## src/rtl/tbgd_pkg.sv

```systemverilog
// Shared types and constants of the two-button gesture detector.
`timescale 1ns / 1ps
`default_nettype none

package tbgd_pkg;

   // Request kinds.
   typedef enum logic [1:0] {
      KIND_EDGE  = 2'd0,
      KIND_POLL  = 2'd1,
      KIND_CLEAR = 2'd2
   } kind_type;

   // Configuration register indexes.
   localparam logic CSR_LONG_PRESS = 1'b0;
   localparam logic CSR_DUAL_LONG  = 1'b1;

   localparam int unsigned THR_W  = 24;
   localparam int unsigned TIME_W = 32;

   localparam logic [THR_W-1:0] LONG_PRESS_RESET = 24'd500000;
   localparam logic [THR_W-1:0] DUAL_LONG_RESET  = 24'd800000;

   // Sticky gesture events.
   typedef struct packed {
      logic dual_long;
      logic dual_press;
      logic right_long;
      logic right_short;
      logic left_long;
      logic left_short;
   } events_type;

   // What one button's poll evaluation decides.
   typedef struct packed {
      logic long_done;
      logic set_short;
      logic set_long;
   } btn_res_type;

endpackage

`default_nettype wire

```

## src/rtl/two_button_gesture_detector.sv

```systemverilog
// Top level of the two-button gesture detector.
// Two-button gesture detector. Every request (pin edge, poll or clear) produces exactly one
// response that reports the six sticky events and both button levels as they stand after
// the request. A request is taken into an input register and is then evaluated by
// a single pass of compare-and-flag logic whose results land directly in the state
// registers, which also serve as the response register. rsp_valid rises at the edge that
// loads the state registers. The block sustains one request per clock as long as the
// response side does not stall. A stalled response holds the next request in the input
// register, and once that register is full req_stall stays high until the response is
// taken. Time is a wrapping 32-bit microsecond stamp and every hold time is computed
// modulo 2^32. The two hold thresholds are written through the csr port
// (index 0 single long press, index 1 dual long) and must only be changed while idle.
`timescale 1ns / 1ps
`default_nettype none

module two_button_gesture_detector (
   input  wire logic        clock,
   input  wire logic        reset,

   input  wire logic        req_valid,
   output logic             req_stall,
   input  wire logic [1:0]  req_kind,
   input  wire logic        req_button,
   input  wire logic        req_level,
   input  wire logic [31:0] req_now_us,

   output logic             rsp_valid,
   input  wire logic        rsp_stall,
   output logic             rsp_left_short,
   output logic             rsp_left_long,
   output logic             rsp_right_short,
   output logic             rsp_right_long,
   output logic             rsp_dual_press,
   output logic             rsp_dual_long,
   output logic             rsp_left_held,
   output logic             rsp_right_held,

   input  wire logic        csr_we,
   input  wire logic        csr_index,
   input  wire logic [23:0] csr_wdata
);

   // Configuration registers.
   logic [tbgd_pkg::THR_W-1:0] long_press_ff;
   logic [tbgd_pkg::THR_W-1:0] dual_long_ff;

   always_ff @(posedge clock) begin
      if (reset) begin
         long_press_ff <= tbgd_pkg::LONG_PRESS_RESET;
         dual_long_ff  <= tbgd_pkg::DUAL_LONG_RESET;
      end else if (csr_we) begin
         unique case (csr_index)
            tbgd_pkg::CSR_LONG_PRESS: long_press_ff <= csr_wdata;
            tbgd_pkg::CSR_DUAL_LONG:  dual_long_ff  <= csr_wdata;
            default: ;
         endcase
      end
   end

   // Input register. It advances into the state/response stage whenever that stage is
   // empty or its response is being taken in this cycle.
   logic                        s1_valid_ff;
   logic                        s1_valid_in;
   logic [1:0]                  s1_kind_ff;
   logic                        s1_button_ff;
   logic                        s1_level_ff;
   logic [tbgd_pkg::TIME_W-1:0] s1_now_ff;
   logic                        s1_adv;
   logic                        req_take;
   logic                        rsp_valid_ff;
   logic                        rsp_valid_in;

   assign s1_adv    = s1_valid_ff && (!rsp_valid_ff || !rsp_stall);
   assign req_stall = s1_valid_ff && !s1_adv;
   assign req_take  = req_valid && !req_stall;

   assign s1_valid_in  = req_take || (s1_valid_ff && !s1_adv);
   assign rsp_valid_in = s1_adv || (rsp_valid_ff && rsp_stall);

   always_ff @(posedge clock) begin
      if (reset) begin
         s1_valid_ff  <= 1'b0;
         rsp_valid_ff <= 1'b0;
      end else begin
         s1_valid_ff  <= s1_valid_in;
         rsp_valid_ff <= rsp_valid_in;
      end
   end

   always_ff @(posedge clock) begin
      if (req_take) begin
         s1_kind_ff   <= req_kind;
         s1_button_ff <= req_button;
         s1_level_ff  <= req_level;
         s1_now_ff    <= req_now_us;
      end
   end

   // Gesture state. It changes only when a request advances, which is also exactly when a
   // new response is loaded, so these registers double as the response payload.
   logic                        left_level_ff,   left_level_in;
   logic                        right_level_ff,  right_level_in;
   logic                        left_rel_ff,     left_rel_in;
   logic                        right_rel_ff,    right_rel_in;
   logic [tbgd_pkg::TIME_W-1:0] left_start_ff,   left_start_in;
   logic [tbgd_pkg::TIME_W-1:0] right_start_ff,  right_start_in;
   logic                        left_ld_ff,      left_ld_in;
   logic                        right_ld_ff,     right_ld_in;
   logic                        both_active_ff,  both_active_in;
   logic [tbgd_pkg::TIME_W-1:0] both_start_ff,   both_start_in;
   logic                        both_ld_ff,      both_ld_in;
   tbgd_pkg::events_type        events_ff,       events_in;

   tbgd_pkg::btn_res_type       left_res;
   tbgd_pkg::btn_res_type       right_res;
   logic [tbgd_pkg::TIME_W-1:0] dual_held_us;
   logic                        dual_reached;
   logic                        both_down;
   tbgd_pkg::kind_type          s1_kind;

   assign s1_kind = tbgd_pkg::kind_type'(s1_kind_ff);

   tbgd_button u_left (
      .now_us       (s1_now_ff),
      .start_us     (left_start_ff),
      .threshold_us (long_press_ff),
      .down         (left_level_ff),
      .released     (left_rel_ff),
      .long_done    (left_ld_ff),
      .res          (left_res)
   );

   tbgd_button u_right (
      .now_us       (s1_now_ff),
      .start_us     (right_start_ff),
      .threshold_us (long_press_ff),
      .down         (right_level_ff),
      .released     (right_rel_ff),
      .long_done    (right_ld_ff),
      .res          (right_res)
   );

   assign both_down    = left_level_ff && right_level_ff;
   assign dual_held_us = s1_now_ff - both_start_ff;
   assign dual_reached = dual_held_us >=
                         {{(tbgd_pkg::TIME_W-tbgd_pkg::THR_W){1'b0}}, dual_long_ff};

   always_comb begin
      left_level_in  = left_level_ff;
      right_level_in = right_level_ff;
      left_rel_in    = left_rel_ff;
      right_rel_in   = right_rel_ff;
      left_start_in  = left_start_ff;
      right_start_in = right_start_ff;
      left_ld_in     = left_ld_ff;
      right_ld_in    = right_ld_ff;
      both_active_in = both_active_ff;
      both_start_in  = both_start_ff;
      both_ld_in     = both_ld_ff;
      events_in      = events_ff;

      if (s1_adv) begin
         unique case (s1_kind)
            tbgd_pkg::KIND_EDGE: begin
               // A press stamps the start time; a release leaves a pending release
               // for the next poll to judge.
               if (!s1_button_ff) begin
                  left_level_in = s1_level_ff;
                  if (s1_level_ff) begin
                     left_start_in = s1_now_ff;
                  end else begin
                     left_rel_in = 1'b1;
                  end
               end else begin
                  right_level_in = s1_level_ff;
                  if (s1_level_ff) begin
                     right_start_in = s1_now_ff;
                  end else begin
                     right_rel_in = 1'b1;
                  end
               end
            end
            tbgd_pkg::KIND_POLL: begin
               // Every poll consumes the pending releases, even during a dual gesture.
               left_rel_in  = 1'b0;
               right_rel_in = 1'b0;
               if (both_down) begin
                  if (!both_active_ff) begin
                     // Start of a dual gesture: single long flags are forced so that
                     // neither button reports a single event afterwards.
                     both_active_in       = 1'b1;
                     events_in.dual_press = 1'b1;
                     both_start_in        = s1_now_ff;
                     both_ld_in           = 1'b0;
                     left_ld_in           = 1'b1;
                     right_ld_in          = 1'b1;
                  end else if (!both_ld_ff && dual_reached) begin
                     both_ld_in          = 1'b1;
                     events_in.dual_long = 1'b1;
                  end
               end
               if (both_down || both_active_ff) begin
                  // A dual gesture is active; it ends only once both buttons are up.
                  if (!left_level_ff && !right_level_ff) begin
                     both_active_in = 1'b0;
                     left_ld_in     = 1'b0;
                     right_ld_in    = 1'b0;
                     both_ld_in     = 1'b0;
                  end
               end else begin
                  left_ld_in  = left_res.long_done;
                  right_ld_in = right_res.long_done;
                  events_in.left_long   = events_ff.left_long   || left_res.set_long;
                  events_in.left_short  = events_ff.left_short  || left_res.set_short;
                  events_in.right_long  = events_ff.right_long  || right_res.set_long;
                  events_in.right_short = events_ff.right_short || right_res.set_short;
               end
            end
            tbgd_pkg::KIND_CLEAR: begin
               events_in = '0;
            end
            default: ;
         endcase
      end
   end

   always_ff @(posedge clock) begin
      if (reset) begin
         left_level_ff  <= 1'b0;
         right_level_ff <= 1'b0;
         left_rel_ff    <= 1'b0;
         right_rel_ff   <= 1'b0;
         left_start_ff  <= '0;
         right_start_ff <= '0;
         left_ld_ff     <= 1'b0;
         right_ld_ff    <= 1'b0;
         both_active_ff <= 1'b0;
         both_start_ff  <= '0;
         both_ld_ff     <= 1'b0;
         events_ff      <= '0;
      end else begin
         left_level_ff  <= left_level_in;
         right_level_ff <= right_level_in;
         left_rel_ff    <= left_rel_in;
         right_rel_ff   <= right_rel_in;
         left_start_ff  <= left_start_in;
         right_start_ff <= right_start_in;
         left_ld_ff     <= left_ld_in;
         right_ld_ff    <= right_ld_in;
         both_active_ff <= both_active_in;
         both_start_ff  <= both_start_in;
         both_ld_ff     <= both_ld_in;
         events_ff      <= events_in;
      end
   end

   assign rsp_valid       = rsp_valid_ff;
   assign rsp_left_short  = events_ff.left_short;
   assign rsp_left_long   = events_ff.left_long;
   assign rsp_right_short = events_ff.right_short;
   assign rsp_right_long  = events_ff.right_long;
   assign rsp_dual_press  = events_ff.dual_press;
   assign rsp_dual_long   = events_ff.dual_long;
   assign rsp_left_held   = left_level_ff;
   assign rsp_right_held  = right_level_ff;

`ifndef ASSERT_OFF
   // The dual long hold can only be marked while a dual gesture is active.
   assert property (@(posedge clock) disable iff (reset)
      both_ld_ff |-> both_active_ff)
      else $error("dual long flag set outside a dual gesture");

   // The input side only stalls while the input register holds a request.
   assert property (@(posedge clock) disable iff (reset)
      req_stall |-> s1_valid_ff)
      else $error("request stalled with an empty input register");

   // Every request that advances shows up as a response in the next cycle.
   assert property (@(posedge clock) disable iff (reset)
      s1_adv |=> rsp_valid)
      else $error("advanced request produced no response");

   // A clear request leaves no sticky event behind.
   assert property (@(posedge clock) disable iff (reset)
      (s1_adv && (s1_kind == tbgd_pkg::KIND_CLEAR)) |=> (events_ff == '0))
      else $error("sticky events survived a clear request");
`endif

endmodule

`default_nettype wire

```

## src/rtl/tbgd_button.sv

```systemverilog
// Single-button long and short press evaluation for one poll request.
`timescale 1ns / 1ps
`default_nettype none

module tbgd_button (
   input  wire logic [tbgd_pkg::TIME_W-1:0] now_us,
   input  wire logic [tbgd_pkg::TIME_W-1:0] start_us,
   input  wire logic [tbgd_pkg::THR_W-1:0]  threshold_us,
   input  wire logic                        down,
   input  wire logic                        released,
   input  wire logic                        long_done,
   output tbgd_pkg::btn_res_type            res
);

   logic [tbgd_pkg::TIME_W-1:0] held_us;
   logic                        reached;
   logic                        fire_long;
   logic                        done_now;

   // Hold time is taken modulo 2^32 so a wrapping timestamp still works.
   assign held_us   = now_us - start_us;
   assign reached   = held_us >= {{(tbgd_pkg::TIME_W-tbgd_pkg::THR_W){1'b0}}, threshold_us};
   assign fire_long = down && !long_done && reached;
   assign done_now  = long_done || fire_long;

   assign res.set_long  = fire_long;
   assign res.set_short = released && !done_now;
   assign res.long_done = done_now && !released;

endmodule

`default_nettype wire
```

## config.mk

```make
export PLATFORM = sky130hd
export DESIGN_NAME = two_button_gesture_detector
export DESIGN_NICKNAME = d
export VERILOG_FILES = /design/src/rtl/tbgd_pkg.sv /design/src/rtl/two_button_gesture_detector.sv /design/src/rtl/tbgd_button.sv
export SDC_FILE = /design/constraint.sdc
export NUM_CORES = 1
export LEC_CHECK = 0
export BUFFER_PORTS_ARGS = -buffer_cell sky130_fd_sc_hd__buf_2
export CORE_AREA = 4 4 189 228
export CTS_CLUSTER_SIZE = 40
export DETAILED_ROUTE_END_ITERATION = 10
export DIE_AREA = 0 0 193 232
export GPL_TIMING_DRIVEN = 0
export SLEW_MARGIN = 20
export SYNTH_ARGS = -nofsm -noshare
export SYNTH_HDL_FRONTEND = slang
export SYNTH_SLANG_ARGS = --single-unit
```

## constraint.sdc

```tcl
create_clock -name clock -period 9.7 [get_ports clock]
set_input_delay 1.94 -clock clock [delete_from_list [all_inputs] [get_ports clock]]
set_output_delay 1.94 -clock clock [all_outputs]
set_load 0.05 [all_outputs]
```

Word-level counts from Yosys, hierarchy flattened

Index checks and enable logic that the tools add are counted.

Register bits after elaboration: 196
Input bits: 66
Output and inout bits: 10
Word-level logic and storage cells: 124

$add $sub $neg: 3
Order comparisons: 3
Eq/ne operators: 12
Multiplexer cells: 23
Bitwise operators: 3
Reduce and logical (&&, ||, !) cells: 55

Operator list:

| operator                                               | number |
|---|---|
| >= comparator 32 x 24 -> 1 bit                         | 3 |
| subtractor 32 bit                                      | 3 |
| AND reduction 4 bit                                    | 7 |
| two-way mux 1 bit                                      | 18 |
| inequality test 2 bit (second input constant)          | 8 |
| logical AND 1 bit                                      | 15 |
| logical NOT 1 bit                                      | 13 |
| case mux 6 bit (2 select lines)                        | 1 |
| logical OR 1 bit                                       | 10 |
| AND reduction 3 bit                                    | 3 |
| inequality test 3 x 2 -> 1 bit (second input constant) | 2 |
| AND reduction 2 bit                                    | 3 |
| AND reduction 5 bit                                    | 1 |
| two-way mux 4 bit                                      | 1 |
| case mux 1 bit (2 select lines)                        | 2 |
| nonzero test 2 bit                                     | 2 |
| NOT 1 bit                                              | 3 |
| == test 2 x 1 -> 1 bit (second input constant)         | 1 |
| == test 2 bit (second input constant)                  | 1 |
| logical NOT 2 bit                                      | 1 |
| two-way mux 2 bit                                      | 1 |

Depth between registers and ports, before layout

Depth after elaboration: 9
Depth in mapped cells: 22
Depth with buffers taken out: 22

By module

From an unflattened synthesis, not the netlist that was laid out.

Cell total of the unflattened synthesis: 1872
Area, all modules: 14313.7 µm²

By module, submodules not included:

| module                      | times used | cells each | area an instance (µm²) | seq. area each (µm²) |
|---|---|---|---|---|
| two_button_gesture_detector | 1          | 1105       | 9080.0                 | 4284.1 |
| tbgd_button at u_left       | 1          | 385        | 2618.8                 | 0.0 |
| tbgd_button at u_right      | 1          | 382        | 2615.0                 | 0.0 |

Worst setup path after synthesis

No wires, ideal clock.

Path type: input port to flip-flop
Start: in rsp_stall
End: reg s1_button_ff (enable)
Setup time: 0.433 ns
Arrival time: 3.960 ns
Required time: 9.267 ns
Slack: 5.307 ns
Stages: 2
Buffers on the path: 0
Path through: and3_1 nor2b_1

Word-level cells in the longest chain between the ends: 7

RTL lines:

| item                 | line                              | text |
|---|---|---|
| start, declared      | two_button_gesture_detector.sv:28 | `input wire logic rsp_stall,` |
| logical NOT 1 bit    | two_button_gesture_detector.sv:73 | `assign s1_adv = s1_valid_ff && (!rsp_valid_ff \|\| !rsp_stall);` |
| logical OR 1 bit     | two_button_gesture_detector.sv:73 |  |
| logical AND 1 bit    | two_button_gesture_detector.sv:73 |  |
| logical NOT 1 bit    | two_button_gesture_detector.sv:74 | `assign req_stall = s1_valid_ff && !s1_adv;` |
| logical AND 1 bit    | two_button_gesture_detector.sv:74 |  |
| logical NOT 1 bit    | two_button_gesture_detector.sv:75 | `assign req_take = req_valid && !req_stall;` |
| logical AND 1 bit    | two_button_gesture_detector.sv:75 |  |
| via req_take         | two_button_gesture_detector.sv:69 | `logic req_take;` |
| end signal, assigned | two_button_gesture_detector.sv:93 | `s1_button_ff <= req_button;` |
| end, declared        | two_button_gesture_detector.sv:65 | `logic s1_button_ff;` |

The timed path passes the listed nets, and every way through them passes these cells.
A chain may end at the register's enable or synchronous reset.

Final worst setup path

Start: reg s1_now_ff[1] in the netlist's numbering
End: reg events_ff (netlist bit rsp_left_long)

Word-level cells in the longest chain between the ends: 6

RTL lines:

| item                            | line                               | text |
|---|---|---|
| start, declared                 | two_button_gesture_detector.sv:67  | `logic [tbgd_pkg::TIME_W-1:0] s1_now_ff;` |
| start signal, assigned          | two_button_gesture_detector.sv:95  | `s1_now_ff <= req_now_us;` |
| subtractor 32 bit               | tbgd_button.sv:21                  | `assign held_us = now_us - start_us;` |
| >= comparator 32 x 24 -> 1 bit  | tbgd_button.sv:22                  | `assign reached = held_us >= {{(tbgd_pkg::TIME_W-tbgd_pkg::THR_W){1'b0}}, threshold_us};` |
| logical AND 1 bit               | tbgd_button.sv:23                  | `assign fire_long = down && !long_done && reached;` |
| logical OR 1 bit                | two_button_gesture_detector.sv:213 | `events_in.left_long = events_ff.left_long \|\| left_res.set_long;` |
| two-way mux 4 bit               | two_button_gesture_detector.sv:202 | `if (both_down \|\| both_active_ff) begin` |
| case mux 6 bit (2 select lines) | two_button_gesture_detector.sv:163 | `unique case (s1_kind)` |
| end signal, assigned            | two_button_gesture_detector.sv:253 | `events_ff <= events_in;` |
| end, declared                   | two_button_gesture_detector.sv:112 | `tbgd_pkg::events_type events_ff, events_in;` |

No other way between the ends. The select of a mux whose other input is x is not followed.

==> results_tabular.tex <==
\begin{tabular}{lr}
\hline
Metric & Value \\
\hline
\multicolumn{2}{l}{\textbf{Run status}} \\
Outcome & complete, no violations \\
\multicolumn{2}{l}{\textbf{Timing}} \\
Final Max Tran Viols & 0 \\
Unrepaired setup endpoints after global routing & false \\
Relative slew margins & 36.1\% \\
Clock period minus worst slack & 5430 ps \\
Number of setup violations in the final report & 0 \\
Fmax & 184 MHz \\
Summed negative setup slack over all endpoints & 0 ps \\
Worst-Margin Slew & 949 ps \\
Worst clock skew on the final layout & 15.3 ps \\
Tcrit/Tclk final & 56.0\% \\
Hold Violations, Final & 0 \\
\multicolumn{2}{l}{\textbf{Place}} \\
Total half-perimeter wirelength after legalization and detailed placement & 33.7 mm \\
\# port buffers & 74 \\
Placed cell areas & 15200 um2 \\
Cell Count Post-Placement & 2450 \\
Routability congestion estimate from global placement & 0.927 \\
\multicolumn{2}{l}{\textbf{Routing}} \\
DRC & 0 \\
Ratio of routed vias to standard cells & 5.19 \\
Pre-antenna DRT Iters & 6 \\
Routed wirelength normalized by instance count & 16.4 um \\
Detailed-route via count & 12891 \\
Routed Antenna Nets & 0 \\
Number of violations reported at the end of detailed-routing iteration 0 & 685 \\
Routed Wire Length & 40.8 mm \\
\multicolumn{2}{l}{\textbf{Synth}} \\
Sequential area share after synthesis & 30.3\% \\
Fraction of registers with async set/reset & 0\% \\
Netlist area before placement & 14100 um2 \\
Mean Syn Cell Area & 7.69 um2 \\
Count of different cell masters after synthesis & 76 \\
Post-synthesis sequential element count & 196 \\
Number of enable-type register cells in the synthesized netlist & 36 \\
Number of standard cells after synthesis & 1836 \\
Synth Flop Type & sky130\_fd\_sc\_hd\_\_dfxtp\_1 \\
Synthesized netlist net count & 2070 \\
Yosys Warn Count & 0 \\
\multicolumn{2}{l}{\textbf{Setup path}} \\
Beginning of the worst register-to-register path & s1\_now\_ff[1] \\
Instance count on the critical path & 19 \\
R2r setup slk & 4270 ps \\
Reg2Reg Depth & 19 \\
WP data arrival & 5780 ps \\
Count of buffering cells on the critical path with inverters included & 0 \\
Highest cell delay on the worst timing path & 630 ps \\
Slowest cell on the critical path & sky130\_fd\_sc\_hd\_\_edfxtp\_1 \\
Crit-path leading delay family & compound AO/OA/AOI/OAI gates \\
Critical Path End & rsp\_left\_long \\
Kind of start point of the critical path & register \\
CP Capture Type & register \\
Crit-path max FO & 9 \\
Series of cell instances along the critical path & ha\_1 > nor2b\_1 > o2111ai\_1 > nand2\_1 > a21o\_1 > a21o\_1 > a21o\_1 > a21oi\_1 > xnor2\_1 > ha\_1 > a21oi\_1 > o21ai\_0 > a2111oi\_0 > a21oi\_1 > o41ai\_1 > nand4b\_1 > a2111oi\_4 > nand4\_1 > a32o\_1 \\
FF-to-FF End & rsp\_left\_long \\
Worst Path Class, Setup & register to register \\
Timing startpoint of the critical path & s1\_now\_ff[1] \\
Required time of the critical path & 10050 ps \\
\multicolumn{2}{l}{\textbf{Clock network}} \\
Count of buffers added by post-CTS timing repair for setup & 0 \\
Longest Clk Path Bufs & 2 \\
Worst skew pair latency & 470 ps \\
H-Tree Level Count & 4 \\
Clock tree from TritonCTS & yes \\
Number of hold buffers added after cts & 0 \\
Number of sinks driven by the clock tree & 196 \\
Clock transition at the register clock pins on the worst setup and hold paths after CTS & 80 ps \\
Buffer cell driving the clock tree root & sky130\_fd\_sc\_hd\_\_clkbuf\_16 \\
CTS Buf Count & 17 \\
CTS-repair resized insts & 0 \\
\multicolumn{2}{l}{\textbf{Power}} \\
Leakage power of the design & 5.91 nW \\
Power density relative to cell area & 129 nW/um2 \\
Share of total power in the clock network & 35.0\% \\
Proportion of power drawn by flip-flops and latches & 43.4\% \\
Net switching power & 651 uW \\
Fraction of power consumed by combinational cells & 21.6\% \\
Fraction of power spent switching nets & 32.1\% \\
Final Power & 2.03 mW \\
P\_int & 1.38 mW \\
Maximum VDD drop & 0.000137 V \\
\multicolumn{2}{l}{\textbf{GRT}} \\
Global-route wire length before repair & 65.2 mm \\
M1 GR Usage & 22.4\% \\
Pin count of the biggest net entering global routing & 25 \\
Met2 capacity usage during global routing & 32.5\% \\
Via count of the first global-routing pass & 12599 \\
Total GRT Usage & 18.3\% \\
Most used routing layer & met2 \\
Initial antenna violation count & 0 \\
Met3 track demand over resource & 2.00\% \\
Overflow left after global routing & 0 \\
\multicolumn{2}{l}{\textbf{Die}} \\
Boundary pin count & 76 \\
Core Region & 40600 um2 \\
Chip Width & 193 um \\
Initial standard-cell utilization of the core & 34.7\% \\
Die H & 232 um \\
Std cell rows & 81 \\
Die outline area & 44800 um2 \\
\multicolumn{2}{l}{\textbf{Final layout}} \\
Number of diodes & 0 \\
Fraction of layout instances using a drive strength above 1 & 7.21\% \\
Layout Area Growth over Synthesis & 11.7\% \\
Post-layout instance count excluding filler cells & 2482 \\
Final-stage net count & 2164 \\
Finished layout cell area & 15800 um2 \\
Final Util & 38.8\% \\
Filler instances & 4248 \\
\multicolumn{2}{l}{\textbf{Run}} \\
Max-cap viol count & 0 \\
\multicolumn{2}{l}{\textbf{Hold path}} \\
Hold Crit Class & register to register \\
\hline
\end{tabular}
sequential cells by signal (all words and copies together), names as in the netlist, 2 cells and up:
signal          count
right_start_ff     32
s1_kind             2
both_start_ff      32
left_start_ff      32
dual_long_ff       24
s1_now_ff          32
long_press_ff      24
power groups by stage:
stage	sequential (mW)	clock, mW	combinational [mW]
floorplan	0.886	0	0.321
global route	0.884	0.756	0.500
detailed placement	0.899	0	0.437
global placement	0.899	0	0.427
finish	0.881	0.710	0.439
CTS	0.880	0.727	0.440
layer usage:
metal	share of wire (%)	vias to the layer above	wire length, um
met2	50	270	20300
met5	0	-	0
met4	3.7	0	1520
met1	43	5938	17600
li1	-	6609	-
met3	3.2	74	1320
cells in the mapped netlist, types with 5 or more instances:
master                      instances  area (um2)
sky130_fd_sc_hd__nand3_1           31         155
sky130_fd_sc_hd__o211ai_1          24         180
sky130_fd_sc_hd__xor2_1            31         272
sky130_fd_sc_hd__ha_1             165        2060
sky130_fd_sc_hd__a21oi_1          250        1250
sky130_fd_sc_hd__o21bai_1           6        45.0
sky130_fd_sc_hd__dfxtp_1          160        3200
sky130_fd_sc_hd__nand2b_1           9        56.3
sky130_fd_sc_hd__a31oi_1            9        56.3
sky130_fd_sc_hd__a31o_2             8        70.1
sky130_fd_sc_hd__a211oi_1          26         195
sky130_fd_sc_hd__and3_1            16         100
sky130_fd_sc_hd__nand2_1          375        1410
sky130_fd_sc_hd__nor2b_1           19         119
sky130_fd_sc_hd__a21o_1            46         345
sky130_fd_sc_hd__nor2_1            79         297
sky130_fd_sc_hd__and2_1            14        87.6
sky130_fd_sc_hd__nor3_1            32         160
sky130_fd_sc_hd__or2_2              7        43.8
sky130_fd_sc_hd__nand4_1           18         113
sky130_fd_sc_hd__a2111oi_0          5        43.8
sky130_fd_sc_hd__edfxtp_1          36        1080
sky130_fd_sc_hd__nand4b_1           6        52.6
sky130_fd_sc_hd__o31ai_1            5        37.5
sky130_fd_sc_hd__o21ai_0           67         335
sky130_fd_sc_hd__clkbuf_1          65         244
sky130_fd_sc_hd__xnor2_1           48         420
sky130_fd_sc_hd__inv_1            163         612
sky130_fd_sc_hd__o21a_1            14         105
sky130_fd_sc_hd__a221o_1            5        50.1
sky130_fd_sc_hd__and4_1             5        43.8
worst register-to-register path, delay by kind of cell (launching register included):
family | cells | cell delay, ps
AOI/OAI and AO/OA | 12 | 3150
xor gates and xnor gates | 1 | 150
adders and majority gates | 2 | 640
DFF | 1 | 630
and+or+nand+nor | 4 | 740
worst min-delay path by stage:
stage               slack [ps]                  to  cells after the start               start
finish                     450   both_start_ff[13]                      2   both_start_ff[13]
global route               470   right_start_ff[3]                      2   right_start_ff[3]
detailed placement         450  right_start_ff[13]                      2  right_start_ff[13]
global placement           440   both_start_ff[20]                      2   both_start_ff[20]
CTS                        460   right_start_ff[7]                      2   right_start_ff[7]
floorplan                  440   both_start_ff[10]                      2   both_start_ff[10]
kinds of logic after synthesis:
| logic type | synth area share, % |
|---|---|
| fa+ha+maj | 15.0 |
| buf+inv | 6.45 |
| xor+xnor | 4.90 |
| mux | 0.284 |
| simple gates | 19.5 |
| compound gates | 23.5 |
| flops | 30.3 |
area by class of cell:
class / count / area, um2 / share of cell area (%)
multi-input combinational: 1405 / 8940 / 56.7
sequential: 196 / 4280 / 27.2
tap: 539 / 674 / 4.28
inverter: 163 / 612 / 3.88
clock buffer: 18 / 439 / 2.78
timing repair buffer: 75 / 390 / 2.48
buffer: 72 / 299 / 1.90
clock inverter: 14 / 134 / 0.849
stage by stage:
stage	setup slack (ps)	hold slack, ps
6_report	4270	454
4_1_cts	4310	457
3_5_place_dp	4330	447
3_3_place_gp	4410	442
5_1_grt	3930	473
2_1_floorplan	5310	436
layout by cell type, fill, tap and decap left out, drive strengths merged, types with 6 or more instances in the layout:
master,n
o211ai,24
or2,7
buf,79
nand4b,6
nand3,31
xnor2,48
ha,165
a31oi,10
a2111oi,7
clkbuf,84
o21bai,6
and2,15
edfxtp,36
nand2,375
and3,16
xor2,31
nor3,32
a21o,48
nor2,80
a31o,8
nand2b,9
nor2b,19
o21ai,69
a211oi,26
inv,173
dfxtp,160
nand4,18
a21oi,250
o21a,14
No activity file was read; power rests on OpenSTA's default activity.
